--- src/design/bscfc_pkg.sv ---
// ----------------------------------------------------------------------------
// bscfc_pkg
// Shared types and constants for the bitmap set/clear/find/count unit:
// store geometry, request codes and the input and result beat structs.
// ----------------------------------------------------------------------------
`default_nettype none

package bscfc_pkg;

    // Store geometry
    localparam int MAX_BITS   = 1024;
    localparam int WORD_BITS  = 32;
    localparam int NUM_WORDS  = (MAX_BITS + WORD_BITS - 1) / WORD_BITS;
    localparam int WADDR_W    = $clog2(NUM_WORDS);
    localparam int WBIT_W     = $clog2(WORD_BITS);
    localparam int IDX_W      = 10;
    localparam int LEN_W      = 11;
    localparam int CNT_W      = 11;
    localparam int PCNT_W     = WBIT_W + 1;

    // Request codes (anything above REQ_CLEAR_ALL acts as a query)
    localparam logic [2:0] REQ_QUERY     = 3'd0;
    localparam logic [2:0] REQ_SET_RANGE = 3'd1;
    localparam logic [2:0] REQ_CLR_RANGE = 3'd2;
    localparam logic [2:0] REQ_TOGGLE    = 3'd3;
    localparam logic [2:0] REQ_CLEAR_ALL = 3'd4;

    // Configuration reset value
    localparam logic [CNT_W-1:0] BITS_IN_USE_RST = CNT_W'(MAX_BITS);

    typedef struct packed {
        logic [2:0]       req_type;
        logic [IDX_W-1:0] bit_index;
        logic [LEN_W-1:0] range_length;
    } in_item_t;

    typedef struct packed {
        logic             bit_value;
        logic             set_found;
        logic [IDX_W-1:0] first_set_index;
        logic             zero_found;
        logic [IDX_W-1:0] first_zero_index;
        logic [CNT_W-1:0] set_count;
        logic             range_clipped;
    } out_item_t;

endpackage

`default_nettype wire

--- src/design/bitmap_set_clear_find_count_unit.sv ---
// ----------------------------------------------------------------------------
// bitmap_set_clear_find_count_unit
// Each request makes one pass over the store: the words are read in turn,
// each word is modified and written back while the next one is read, and
// the result register is loaded once the pass ends and the output is free.
// No new request is taken while a pass is running or a result is waiting.
// Reset: store reads as all zero (per-word valid flags), bits_in_use = 1024.
// ----------------------------------------------------------------------------
`default_nettype none

module bitmap_set_clear_find_count_unit
    import bscfc_pkg::*;
(
    input  wire logic             clk,
    input  wire logic             rst_n,

    input  wire logic             cfg_wr_en,
    input  wire logic [CNT_W-1:0] cfg_wr_data,

    input  wire logic             in_valid,
    output logic                  in_ready,
    input  wire in_item_t         in_data,

    output logic                  out_valid,
    input  wire logic             out_ready,
    output out_item_t             out_data
);

    typedef enum logic [1:0] {ST_IDLE, ST_RUN, ST_DONE} state_t;

    // Control and accumulator registers
    state_t             state_reg;
    logic [WADDR_W:0]   rd_cnt_reg;
    logic               proc_valid_reg;
    logic [WADDR_W-1:0] proc_addr_reg;
    logic [CNT_W-1:0]   bits_in_use_reg;
    logic [2:0]         req_reg;
    logic [IDX_W-1:0]   idx_reg;
    logic [CNT_W-1:0]   range_end_reg;
    logic               clipped_reg;
    logic               sf_reg;
    logic               zf_reg;
    logic [IDX_W-1:0]   fs_reg;
    logic [IDX_W-1:0]   fz_reg;
    logic [CNT_W-1:0]   cnt_reg;
    logic               bv_reg;
    logic               out_valid_reg;
    out_item_t          out_data_reg;

    // Store, per-word valid flags and read port
    logic [WORD_BITS-1:0] mem [NUM_WORDS];
    logic [NUM_WORDS-1:0] word_valid_reg;
    logic [WORD_BITS-1:0] rdata_reg;
    logic                 rvalid_reg;

    logic                 accept;
    logic                 out_free;
    logic                 rd_issue;
    logic [WADDR_W-1:0]   rd_addr;
    logic                 last_word;
    logic [CNT_W-1:0]     limit;
    logic [IDX_W+1:0]     range_sum;
    logic                 range_req;
    logic                 clipped_next;
    logic [CNT_W-1:0]     range_end_next;

    logic [WORD_BITS-1:0] word_old;
    logic [WORD_BITS-1:0] word_new;
    logic [WORD_BITS-1:0] lim_mask;
    logic [WORD_BITS-1:0] set_bits;
    logic [WORD_BITS-1:0] zero_bits;
    logic [WBIT_W-1:0]    set_pos;
    logic [WBIT_W-1:0]    zero_pos;
    logic [PCNT_W-1:0]    word_pcnt;

    // Handshake
    assign out_free  = !out_valid_reg || out_ready;
    assign in_ready  = (state_reg == ST_IDLE) || ((state_reg == ST_DONE) && out_free);
    assign accept    = in_valid && in_ready;
    assign out_valid = out_valid_reg;
    assign out_data  = out_data_reg;

    // Read sequencing over the store
    assign rd_issue  = (state_reg == ST_RUN) && !rd_cnt_reg[WADDR_W];
    assign rd_addr   = rd_cnt_reg[WADDR_W-1:0];
    assign last_word = proc_valid_reg && (proc_addr_reg == WADDR_W'(NUM_WORDS - 1));

    // Clamp the active bit count to capacity
    assign limit = (bits_in_use_reg > CNT_W'(MAX_BITS)) ? CNT_W'(MAX_BITS) : bits_in_use_reg;

    // Range end and clipping, worked out at accept
    assign range_sum      = {2'b00, in_data.bit_index} + {1'b0, in_data.range_length};
    assign range_req      = (in_data.req_type == REQ_SET_RANGE) ||
                            (in_data.req_type == REQ_CLR_RANGE);
    assign clipped_next   = range_req && (range_sum > (IDX_W+2)'(MAX_BITS));
    assign range_end_next = (range_sum > (IDX_W+2)'(MAX_BITS)) ? CNT_W'(MAX_BITS)
                                                               : range_sum[CNT_W-1:0];

    // Modify the word in flight and scan it for find and count
    always_comb
    begin
        logic [IDX_W-1:0] pos;
        logic             in_rng;
        word_old  = rvalid_reg ? rdata_reg : '0;
        word_new  = word_old;
        lim_mask  = '0;
        set_pos   = '0;
        zero_pos  = '0;
        word_pcnt = '0;
        for (int j = 0; j < WORD_BITS; j++)
        begin
            pos    = {proc_addr_reg, WBIT_W'(j)};
            in_rng = (pos >= idx_reg) && ({1'b0, pos} < range_end_reg);
            unique case (req_reg)
                REQ_SET_RANGE: if (in_rng) word_new[j] = 1'b1;
                REQ_CLR_RANGE: if (in_rng) word_new[j] = 1'b0;
                REQ_TOGGLE:    if (pos == idx_reg) word_new[j] = !word_old[j];
                REQ_CLEAR_ALL: word_new[j] = 1'b0;
                default:       word_new[j] = word_old[j];
            endcase
            lim_mask[j] = ({1'b0, pos} < limit);
        end
        set_bits  = word_new & lim_mask;
        zero_bits = ~word_new & lim_mask;
        for (int j = WORD_BITS - 1; j >= 0; j--)
        begin
            if (set_bits[j])  set_pos  = WBIT_W'(j);
            if (zero_bits[j]) zero_pos = WBIT_W'(j);
        end
        for (int j = 0; j < WORD_BITS; j++)
        begin
            word_pcnt = word_pcnt + PCNT_W'(set_bits[j]);
        end
    end

    // Store: registered read, write-back of the modified word
    always_ff @(posedge clk)
    begin
        if (rd_issue)
        begin
            rdata_reg <= mem[rd_addr];
        end
        if (proc_valid_reg)
        begin
            mem[proc_addr_reg] <= word_new;
        end
    end

    // Sequencer, accumulators, configuration and result register
    always_ff @(posedge clk or negedge rst_n)
    begin
        if (!rst_n)
        begin
            state_reg       <= ST_IDLE;
            rd_cnt_reg      <= '0;
            proc_valid_reg  <= 1'b0;
            proc_addr_reg   <= '0;
            bits_in_use_reg <= BITS_IN_USE_RST;
            word_valid_reg  <= '0;
            rvalid_reg      <= 1'b0;
            req_reg         <= REQ_QUERY;
            idx_reg         <= '0;
            range_end_reg   <= '0;
            clipped_reg     <= 1'b0;
            sf_reg          <= 1'b0;
            zf_reg          <= 1'b0;
            fs_reg          <= '0;
            fz_reg          <= '0;
            cnt_reg         <= '0;
            bv_reg          <= 1'b0;
            out_valid_reg   <= 1'b0;
            out_data_reg    <= '0;
        end
        else
        begin
            // Take configuration writes
            if (cfg_wr_en)
            begin
                bits_in_use_reg <= cfg_wr_data;
            end

            // Drop the result once taken, unless the next one replaces it
            if (out_valid_reg && out_ready && (state_reg != ST_DONE))
            begin
                out_valid_reg <= 1'b0;
            end

            // Advance the read pointer and the processing stage
            proc_valid_reg <= rd_issue;
            proc_addr_reg  <= rd_addr;
            if (rd_issue)
            begin
                rd_cnt_reg <= rd_cnt_reg + 1'b1;
                rvalid_reg <= word_valid_reg[rd_addr];
            end

            // Accumulate find and count over the words of the pass
            if (proc_valid_reg)
            begin
                word_valid_reg[proc_addr_reg] <= 1'b1;
                cnt_reg <= cnt_reg + CNT_W'(word_pcnt);
                if (!sf_reg && (set_bits != '0))
                begin
                    sf_reg <= 1'b1;
                    fs_reg <= {proc_addr_reg, set_pos};
                end
                if (!zf_reg && (zero_bits != '0))
                begin
                    zf_reg <= 1'b1;
                    fz_reg <= {proc_addr_reg, zero_pos};
                end
                if (proc_addr_reg == idx_reg[IDX_W-1:WBIT_W])
                begin
                    bv_reg <= word_new[idx_reg[WBIT_W-1:0]];
                end
            end

            unique case (state_reg)
                ST_IDLE:
                begin
                    if (accept)
                    begin
                        state_reg <= ST_RUN;
                    end
                end
                ST_RUN:
                begin
                    if (last_word)
                    begin
                        state_reg <= ST_DONE;
                    end
                end
                ST_DONE:
                begin
                    // Load the result beat once the output register is free
                    if (out_free)
                    begin
                        out_valid_reg                 <= 1'b1;
                        out_data_reg.bit_value        <= bv_reg;
                        out_data_reg.set_found        <= sf_reg;
                        out_data_reg.first_set_index  <= fs_reg;
                        out_data_reg.zero_found       <= zf_reg;
                        out_data_reg.first_zero_index <= fz_reg;
                        out_data_reg.set_count        <= cnt_reg;
                        out_data_reg.range_clipped    <= clipped_reg;
                        state_reg                     <= accept ? ST_RUN : ST_IDLE;
                    end
                end
                default:
                begin
                    state_reg <= ST_IDLE;
                end
            endcase

            // Latch a new request and start its pass
            if (accept)
            begin
                rd_cnt_reg    <= '0;
                req_reg       <= in_data.req_type;
                idx_reg       <= in_data.bit_index;
                range_end_reg <= range_end_next;
                clipped_reg   <= clipped_next;
                sf_reg        <= 1'b0;
                zf_reg        <= 1'b0;
                fs_reg        <= '0;
                fz_reg        <= '0;
                cnt_reg       <= '0;
                bv_reg        <= 1'b0;
            end
        end
    end

`ifndef ASSERT_OFF
    // A word is only processed during a pass
    a_proc_in_run: assert property (@(posedge clk) disable iff (!rst_n)
        proc_valid_reg |-> (state_reg == ST_RUN))
        else $error("word processed outside a pass");

    // A new result only follows the end of a pass
    a_result_after_pass: assert property (@(posedge clk) disable iff (!rst_n)
        $rose(out_valid_reg) |-> ($past(state_reg) == ST_DONE))
        else $error("result loaded without a finished pass");

    // No request is taken while a pass is running
    a_no_accept_in_run: assert property (@(posedge clk) disable iff (!rst_n)
        (state_reg == ST_RUN) |-> !in_ready)
        else $error("request taken during a pass");

    // Count never exceeds capacity
    a_count_bound: assert property (@(posedge clk) disable iff (!rst_n)
        out_valid_reg |-> (out_data_reg.set_count <= CNT_W'(MAX_BITS)))
        else $error("set count beyond capacity");

    // An empty count reports no set bit
    a_empty_no_set: assert property (@(posedge clk) disable iff (!rst_n)
        (out_valid_reg && (out_data_reg.set_count == '0)) |-> !out_data_reg.set_found)
        else $error("set bit found with zero count");
`endif

endmodule

`default_nettype wire
--- config.mk ---
export PLATFORM = sky130hd
export DESIGN_NAME = bitmap_set_clear_find_count_unit
export DESIGN_NICKNAME = d
export VERILOG_FILES = /design/src/design/bscfc_pkg.sv /design/src/design/bitmap_set_clear_find_count_unit.sv
export SDC_FILE = /design/constraint.sdc
export NUM_CORES = 2
export LEC_CHECK = 0
export ABC_AREA = 0
export BUFFER_PORTS_ARGS = -buffer_cell sky130_fd_sc_hd__buf_2
export CAP_MARGIN = 20
export CORE_UTILIZATION = 60
export CTS_BUF_LIST = sky130_fd_sc_hd__clkbuf_16
export CTS_CLUSTER_SIZE = 25
export DETAILED_ROUTE_END_ITERATION = 16
export GPL_TIMING_DRIVEN = 0
export PLACE_DENSITY = 0.72
export SLEW_MARGIN = 20
export SYNTH_ARGS = -nofsm -noshare
export SYNTH_HDL_FRONTEND = slang
export SYNTH_SLANG_ARGS = --single-unit
--- constraint.sdc ---
create_clock -name clk -period 10.4 [get_ports clk]
set_clock_uncertainty 0.2 [all_clocks]
set_input_delay 1.56 -clock clk [delete_from_list [all_inputs] [get_ports clk]]
set_output_delay 1.56 -clock clk [all_outputs]
set_load 0.05 [all_outputs]
After elaboration in Yosys (flattened, before gate mapping)
Memories as Yosys holds them, arrays and structs flattened. A register that Yosys moved wholly into a read port is not among the register bits.
Index checks and enable logic that the tools add are counted.
{"block": "op_classes", "n_addsub": 34, "magnitude_cmp": 102, "eq_ne": 46, "muxes": 230, "bitwise_logic": 4, "n_reduce_logical": 94}
{"cell": "less-than comparator 10 x 11 -> 1 bit", "n": 64}
{"cell": "== test 10 bit", "n": 32}
{"cell": ">= comparator 10 bit", "n": 32}
{"cell": "2-to-1 mux 5 bit", "n": 64}
{"cell": "adder 6 x 1 -> 6 bit", "n": 26}
{"cell": "case mux 1 bit (4 select lines)", "n": 32}
{"cell": "2-to-1 mux 1 bit", "n": 114}
{"cell": "AND 32 bit", "n": 2}
{"cell": "nonzero test 32 bit", "n": 2}
{"cell": "2-to-1 mux 10 bit", "n": 6}
{"cell": "2-to-1 mux 11 bit", "n": 4}
{"cell": "logical AND 1 bit", "n": 42}
{"cell": "logical NOT 1 bit", "n": 36}
{"cell": "2-to-1 mux 32 bit", "n": 1}
{"cell": "inverter 32 bit", "n": 1}
{"cell": "OR 32 bit", "n": 1}
{"cell": "less-than comparator 5 x 6 -> 1 bit, second input constant", "n": 3}
{"cell": "adder 10 x 11 -> 12 bit", "n": 1}
{"cell": "> comparator 12 x 11 -> 1 bit, second input constant", "n": 1}
{"cell": "2-to-1 mux 6 bit", "n": 2}
{"cell": "adder 11 x 6 -> 11 bit", "n": 1}
{"cell": "> comparator 11 bit, second input constant", "n": 1}
{"cell": "binary-select mux 1 bit (select 5 bit)", "n": 2}
{"cell": "nonzero test 2 bit", "n": 5}
{"cell": "22 further kinds", "n": 35}
{"block": "totals", "ff_bits": 153, "mem_bits_rw": 1024, "inputBits": 40, "out_inout_bits": 37, "word_cells": 536, "n_memories": 1}
{"memory": "mem", "depth": 32, "word_bits": 32, "rd": 1, "rd_ports_with_merged_regs": 1, "write_ports": 1, "line": "bitmap_set_clear_find_count_unit.sv:51", "rtl": "logic [WORD_BITS-1:0] mem [NUM_WORDS];"}

Logic depth before layout (Yosys ltp)
{"block": "depth", "depth_word": 41, "ltp_mapped": 33, "ltp_nobuf": 31}

Worst setup path before layout
OpenSTA, ideal clock, no wires.
{"block": "synth_path", "path_kind": "register to register", "start": "reg proc_addr_reg[0]", "end": "reg cnt_reg[10]", "setup_time_ns": 0.078, "arrival_ns": 8.245, "required_time_ns": 10.122, "slack_ns": 1.877, "stages_incl_launch_ff": 30, "n_path_buf": 3, "synth_period_minus_slack_ns": 8.523, "path_cell_list": "dfrtp_1 inv_1 ha_1 buf_2 nand4_1 clkbuf_1 clkbuf_1 nor3_1 nand2_1 a311o_1 nor2_1 and3_1 fa_1 inv_1 fa_1 fa_1 fa_1 fa_1 fa_1 fa_1 fa_1 nor2b_1 o21ai_0 nand2b_1 a21o_1 a21o_1 a21o_1 nand3_1 or3_1 a21oi_1"}
{"block": "synth_via", "elab_chain_cells": 39, "elab_cells_between_ends": 323, "cone_classes": "add/sub (32); order compare (96); eq/ne (32); mux (130); bitwise (1); reduce/logical (32)"}
{"element": "from (decl)", "line": "bitmap_set_clear_find_count_unit.sv:35", "rtl": "logic [WADDR_W-1:0] proc_addr_reg;"}
{"element": "from (signal assigned)", "line": "bitmap_set_clear_find_count_unit.sv:190", "rtl": "proc_addr_reg <= rd_addr;"}
{"element": "less-than comparator 10 x 11 -> 1 bit / >= comparator 10 bit (equally long branches)", "line": "bitmap_set_clear_find_count_unit.sv:113", "rtl": "in_rng = (pos >= idx_reg) && ({1'b0, pos} < range_end_reg);"}
{"element": "logical AND 1 bit", "line": "bitmap_set_clear_find_count_unit.sv:113"}
{"element": "2-to-1 mux 1 bit (on tied branches)", "line": "bitmap_set_clear_find_count_unit.sv:116, bitmap_set_clear_find_count_unit.sv:115"}
{"element": "case mux 1 bit (4 select lines) *", "line": "bitmap_set_clear_find_count_unit.sv:114", "rtl": "unique case (req_reg)"}
{"element": "named net word_new[0]", "line": "bitmap_set_clear_find_count_unit.sv:68", "rtl": "logic [WORD_BITS-1:0] word_new;"}
{"element": "AND 32 bit *", "line": "bitmap_set_clear_find_count_unit.sv:123", "rtl": "set_bits = word_new & lim_mask;"}
{"element": "adder 1 x 1 -> 2 bit *", "line": "bitmap_set_clear_find_count_unit.sv:132", "rtl": "word_pcnt = word_pcnt + PCNT_W'(set_bits[j]);"}
{"element": "adder 2 x 1 -> 3 bit *", "line": "bitmap_set_clear_find_count_unit.sv:132"}
{"element": "adder 3 x 1 -> 4 bit *", "line": "bitmap_set_clear_find_count_unit.sv:132"}
{"element": "adder 4 x 1 -> 5 bit *", "line": "bitmap_set_clear_find_count_unit.sv:132"}
{"element": "adder 5 x 1 -> 6 bit *", "line": "bitmap_set_clear_find_count_unit.sv:132"}
{"element": "adder 6 x 1 -> 6 bit * (26 in a row)", "line": "bitmap_set_clear_find_count_unit.sv:132"}
{"element": "adder 11 x 6 -> 11 bit *", "line": "bitmap_set_clear_find_count_unit.sv:201", "rtl": "cnt_reg <= cnt_reg + CNT_W'(word_pcnt);"}
{"element": "2-to-1 mux 11 bit *", "line": "bitmap_set_clear_find_count_unit.sv:198", "rtl": "if (proc_valid_reg)"}
{"element": "2-to-1 mux 11 bit *", "line": "bitmap_set_clear_find_count_unit.sv:256", "rtl": "if (accept)"}
{"element": "to (signal assigned)", "line": "bitmap_set_clear_find_count_unit.sv:201"}
{"element": "to (decl)", "line": "bitmap_set_clear_find_count_unit.sv:45", "rtl": "logic [CNT_W-1:0] cnt_reg;"}
Mark *: on every way through the listed nets, which the timed path passes. The rest lies on a longest branch. The select of a mux whose other input is x is not followed.
A chain may end at the register's enable or synchronous reset.

Worst setup path in the final report
{"block": "layout_path", "start": "reg proc_addr_reg[0]", "end": "reg cnt_reg[10]"}
{"block": "layout_via", "elab_chain_cells": 39, "elab_cells_between_ends": 323, "cone_classes": "add/sub (32); order compare (96); eq/ne (32); mux (130); bitwise (1); reduce/logical (32)"}
{"element": "less-than comparator 10 x 11 -> 1 bit / >= comparator 10 bit (equally long branches)", "line": "bitmap_set_clear_find_count_unit.sv:113"}
{"element": "logical AND 1 bit", "line": "bitmap_set_clear_find_count_unit.sv:113"}
{"element": "2-to-1 mux 1 bit (on tied branches)", "line": "bitmap_set_clear_find_count_unit.sv:116, bitmap_set_clear_find_count_unit.sv:115"}
{"element": "case mux 1 bit (4 select lines)", "line": "bitmap_set_clear_find_count_unit.sv:114"}
{"element": "AND 32 bit *", "line": "bitmap_set_clear_find_count_unit.sv:123"}
{"element": "adder 1 x 1 -> 2 bit", "line": "bitmap_set_clear_find_count_unit.sv:132"}
{"element": "adder 2 x 1 -> 3 bit", "line": "bitmap_set_clear_find_count_unit.sv:132"}
{"element": "adder 3 x 1 -> 4 bit", "line": "bitmap_set_clear_find_count_unit.sv:132"}
{"element": "adder 4 x 1 -> 5 bit", "line": "bitmap_set_clear_find_count_unit.sv:132"}
{"element": "adder 5 x 1 -> 6 bit", "line": "bitmap_set_clear_find_count_unit.sv:132"}
{"element": "adder 6 x 1 -> 6 bit (25 in a row)", "line": "bitmap_set_clear_find_count_unit.sv:132"}
{"element": "adder 6 x 1 -> 6 bit *", "line": "bitmap_set_clear_find_count_unit.sv:132"}
{"element": "adder 11 x 6 -> 11 bit *", "line": "bitmap_set_clear_find_count_unit.sv:201"}
{"element": "2-to-1 mux 11 bit *", "line": "bitmap_set_clear_find_count_unit.sv:198"}
{"element": "2-to-1 mux 11 bit *", "line": "bitmap_set_clear_find_count_unit.sv:256"}
Mark *: on every way between the ends. The rest lies on a longest branch, timed or not. The select of a mux whose other input is x is not followed.

==> reports/summary.json <==
{
  "sta": {
    "fmax_mhz": 98.1,
    "final_hold_viol_count": 0,
    "rsz0062_at_grt": "false",
    "final_report_max_slew_violation_count": 0,
    "timing.slew.headroom_pct": 5.52,
    "timing.final.crit_share_pct": 98.0,
    "finalSetupViolCount": 0,
    "tightestPinTransition_ns": 1.40,
    "fin_hold_ws_ns": 0.192,
    "final.min_clock_period_ns": 10.19
  },
  "die": {
    "ios": 77,
    "die_w_microns": 299,
    "dieArea_sq_um": 89500,
    "start_util_pct": 60.8,
    "row_count": 108,
    "die_h_microns": 299,
    "coreArea_sq_um": 87200
  },
  "synth": {
    "synth-seq-area-share_pct": 67.0,
    "async_flop_share_pct": 12.7,
    "synth-main-ff-cell": "edfxtp_1",
    "ys_seq_elements": 1209,
    "mapped_avg_cell_area_sq_um": 17.3,
    "synthesis.nets": 3182,
    "syn-cell-area_sq_um": 53000,
    "netlist_instances": 3071,
    "synth_cell_type_count": 92,
    "synth-warning-count": 0,
    "synth-edff-count": 1056
  },
  "drt": {
    "overall_via_count_from_detail_route": 35000,
    "drt_pre_antenna_iters": 6,
    "route.antenna.remaining_nets": 0,
    "vias_per_cell": 7.61,
    "drt_iter0_markers": 5783,
    "wl_microns": 198000,
    "avgRoutedWirePerCell_microns": 43.1,
    "route.detailed.drc": 0
  },
  "place": {
    "io_buffers": 76,
    "place_congestion": 1.01,
    "place_hpwl_microns": 127000
  },
  "global_route": {
    "antenna_found_initial": 13,
    "first_pass_grt_wire_length_microns": 275000,
    "grt_use_total_pct": 45.0,
    "via_count_of_the_first_global_routing_pass": 34700,
    "grt_remaining_overflow": 0,
    "grt_start_max_net_pins": 103
  },
  "worst_setup_path": {
    "timing_worst_setup_path_type": "reg -> reg",
    "setup.worst_path.end_class": "register",
    "cpMaxStageDelayCell": "dfrtp_2",
    "worstPathArrival_ns": 10.59,
    "path_buf_inv": 6,
    "slowest_delay_ns": 0.73,
    "top_cell_family_by_delay_on_the_critical_path": "adder cells",
    "crit_top_cell": "fa_1",
    "cp_data_required_time_ns": 10.80,
    "start_kind": "register",
    "timing.critical_path.fanout_max": 10
  },
  "clock_tree": {
    "cts_hold_buf": 0,
    "clk-insertion-delay-late_ns": 0.78,
    "cts_root_buf": "clkbuf_16",
    "cts_made_buffers": 113,
    "clk_pin_slew_ns": 0.07,
    "cts_tree": "done",
    "h-tree-depth": 3,
    "longest_clk_path_bufs": 3,
    "tritoncts_num_sinks": 1209
  },
  "flow_run": {
    "max_cap_violations": 0
  },
  "layout": {
    "layout-drive-gt1-share_pct": 26.6,
    "nets": 3446,
    "final_cell_mix": "edfxtp_1 (1056), mux4_2 (335), nand2_1 (166)",
    "flow.area_growth_from_synthesis_pct": 13.8,
    "nFillCells": 5100,
    "largest_register_ff_count": 1024,
    "mostFrequentLayoutCell": "edfxtp_1"
  },
  "min_path": {
    "worst_hold_path_type": "reg -> reg"
  },
  "outcome": {
    "status": "finished clean"
  }
}
[worst reg2reg max path: cells and delay by family, from the launching register on]
| kind | cells | cell delay [ns] |
|---|---|---|
| DFF | 1 | 0.73 |
| adders and majority gates | 9 | 4.22 |
| buffers and inverters | 6 | 1.81 |
| AOI/OAI and AO/OA | 7 | 1.68 |
| and+or+nand+nor | 7 | 1.40 |
[cell type report]
type                            instances  area (sq um)  area share, %
Inverter                               75           288          0.477
Sequential cell                      1209         35500           58.9
Multi-Input combinational cell       1617         16900           28.1
Buffer                                172           723           1.20
Tap cell                             1155          1450           2.39
Clock inverter                         97           887           1.47
Timing Repair Buffer                  147          1650           2.74
Clock buffer                          114          2850           4.73
Antenna cell                            7          17.5         0.0290
[per-stage QoR]
step / TNS (ns) / utilization (%) / std cells / cell area (sq um) / setup slack (ns)
after detailed placement: -1.79 / 64.7 / 4363 / 56400 / -0.631
final: 0 / 69.2 / 4593 / 60300 / 0.209
after CTS: 0 / 69.1 / 4582 / 60200 / 0.246
after global placement: -10.50 / 62.9 / 4302 / 54800 / -1.61
after global routing: 0 / 69.2 / 4586 / 60300 / 0.00220
after floorplan: 0 / - / 3071 / 53000 / 1.88
[synthesized netlist by cell type (all sizes together), types with 23 or more instances]
| master | instances | area share (%) |
|---|---|---|
| ha | 44 | 1.0 |
| mux4 | 335 | 14 |
| clkbuf | 114 | 0.81 |
| nor2 | 130 | 0.92 |
| nor3 | 38 | 0.37 |
| nand3 | 53 | 0.51 |
| a211oi | 23 | 0.34 |
| mux2i | 35 | 0.66 |
| or2 | 42 | 0.50 |
| inv | 75 | 0.53 |
| edfxtp | 1056 | 60 |
| nand2 | 168 | 1.2 |
| o21ai | 88 | 0.83 |
| a21oi | 83 | 0.78 |
| dfrtp | 152 | 7.2 |
| fa | 27 | 1.0 |
| buf | 58 | 0.50 |
| mux2 | 80 | 1.7 |
[final timing paths]
kind,start,end,slack (ns),cells after the start
setup / recovery,proc_addr_reg[0]$_DFF_PN0_,cnt_reg[10]$_DFFE_PN0P_,0.21,29
hold / removal,rd_cnt_reg[3]$_DFFE_PN0P_,proc_addr_reg[3]$_DFF_PN0_,0.19,0
setup reg to reg,proc_addr_reg[0]$_DFF_PN0_,cnt_reg[10]$_DFFE_PN0P_,0.21,29
hold reg to reg,rd_cnt_reg[3]$_DFFE_PN0P_,proc_addr_reg[3]$_DFF_PN0_,0.19,0
max in group asynchronous,rst_n,proc_valid_reg$_DFF_PN0_,8.48,2
min in group asynchronous,rst_n,bits_in_use_reg[8]$_DFFE_PN0P_,0.57,1
[repair_timing]
item | CTS | global route
pin swaps | 3 | 0
gates resized for setup | 7 | 3
endpoints found under the setup margin | 6 | 2
cloned | 2 | 0
setup buffers | 6 | 0
[per-layer routing]
layer / up-vias / track usage [%] / wire length [microns]
met5: - / 0 / 77
li1: 13000 / - / -
met2: 3592 / 69.3 / 90500
met4: 12 / 31.2 / 17700
met3: 927 / 13.2 / 26400
met1: 17400 / 55.2 / 63100
[cell families after synthesis]
kind of cell / after synthesis / synth area share, %
and+or+nand+nor: 616 / 6.01
adders and majority gates: 74 / 2.11
xor gates and xnor gates: 39 / 0.644
DFF: 1209 / 67.0
AOI/OAI and AO/OA: 436 / 5.75
muxes: 450 / 16.6
buffers and inverters: 247 / 1.84
Power is left out: the tool's default activity adds up to more than one toggle a clock period on the data nets, which glitch-free logic cannot reach.
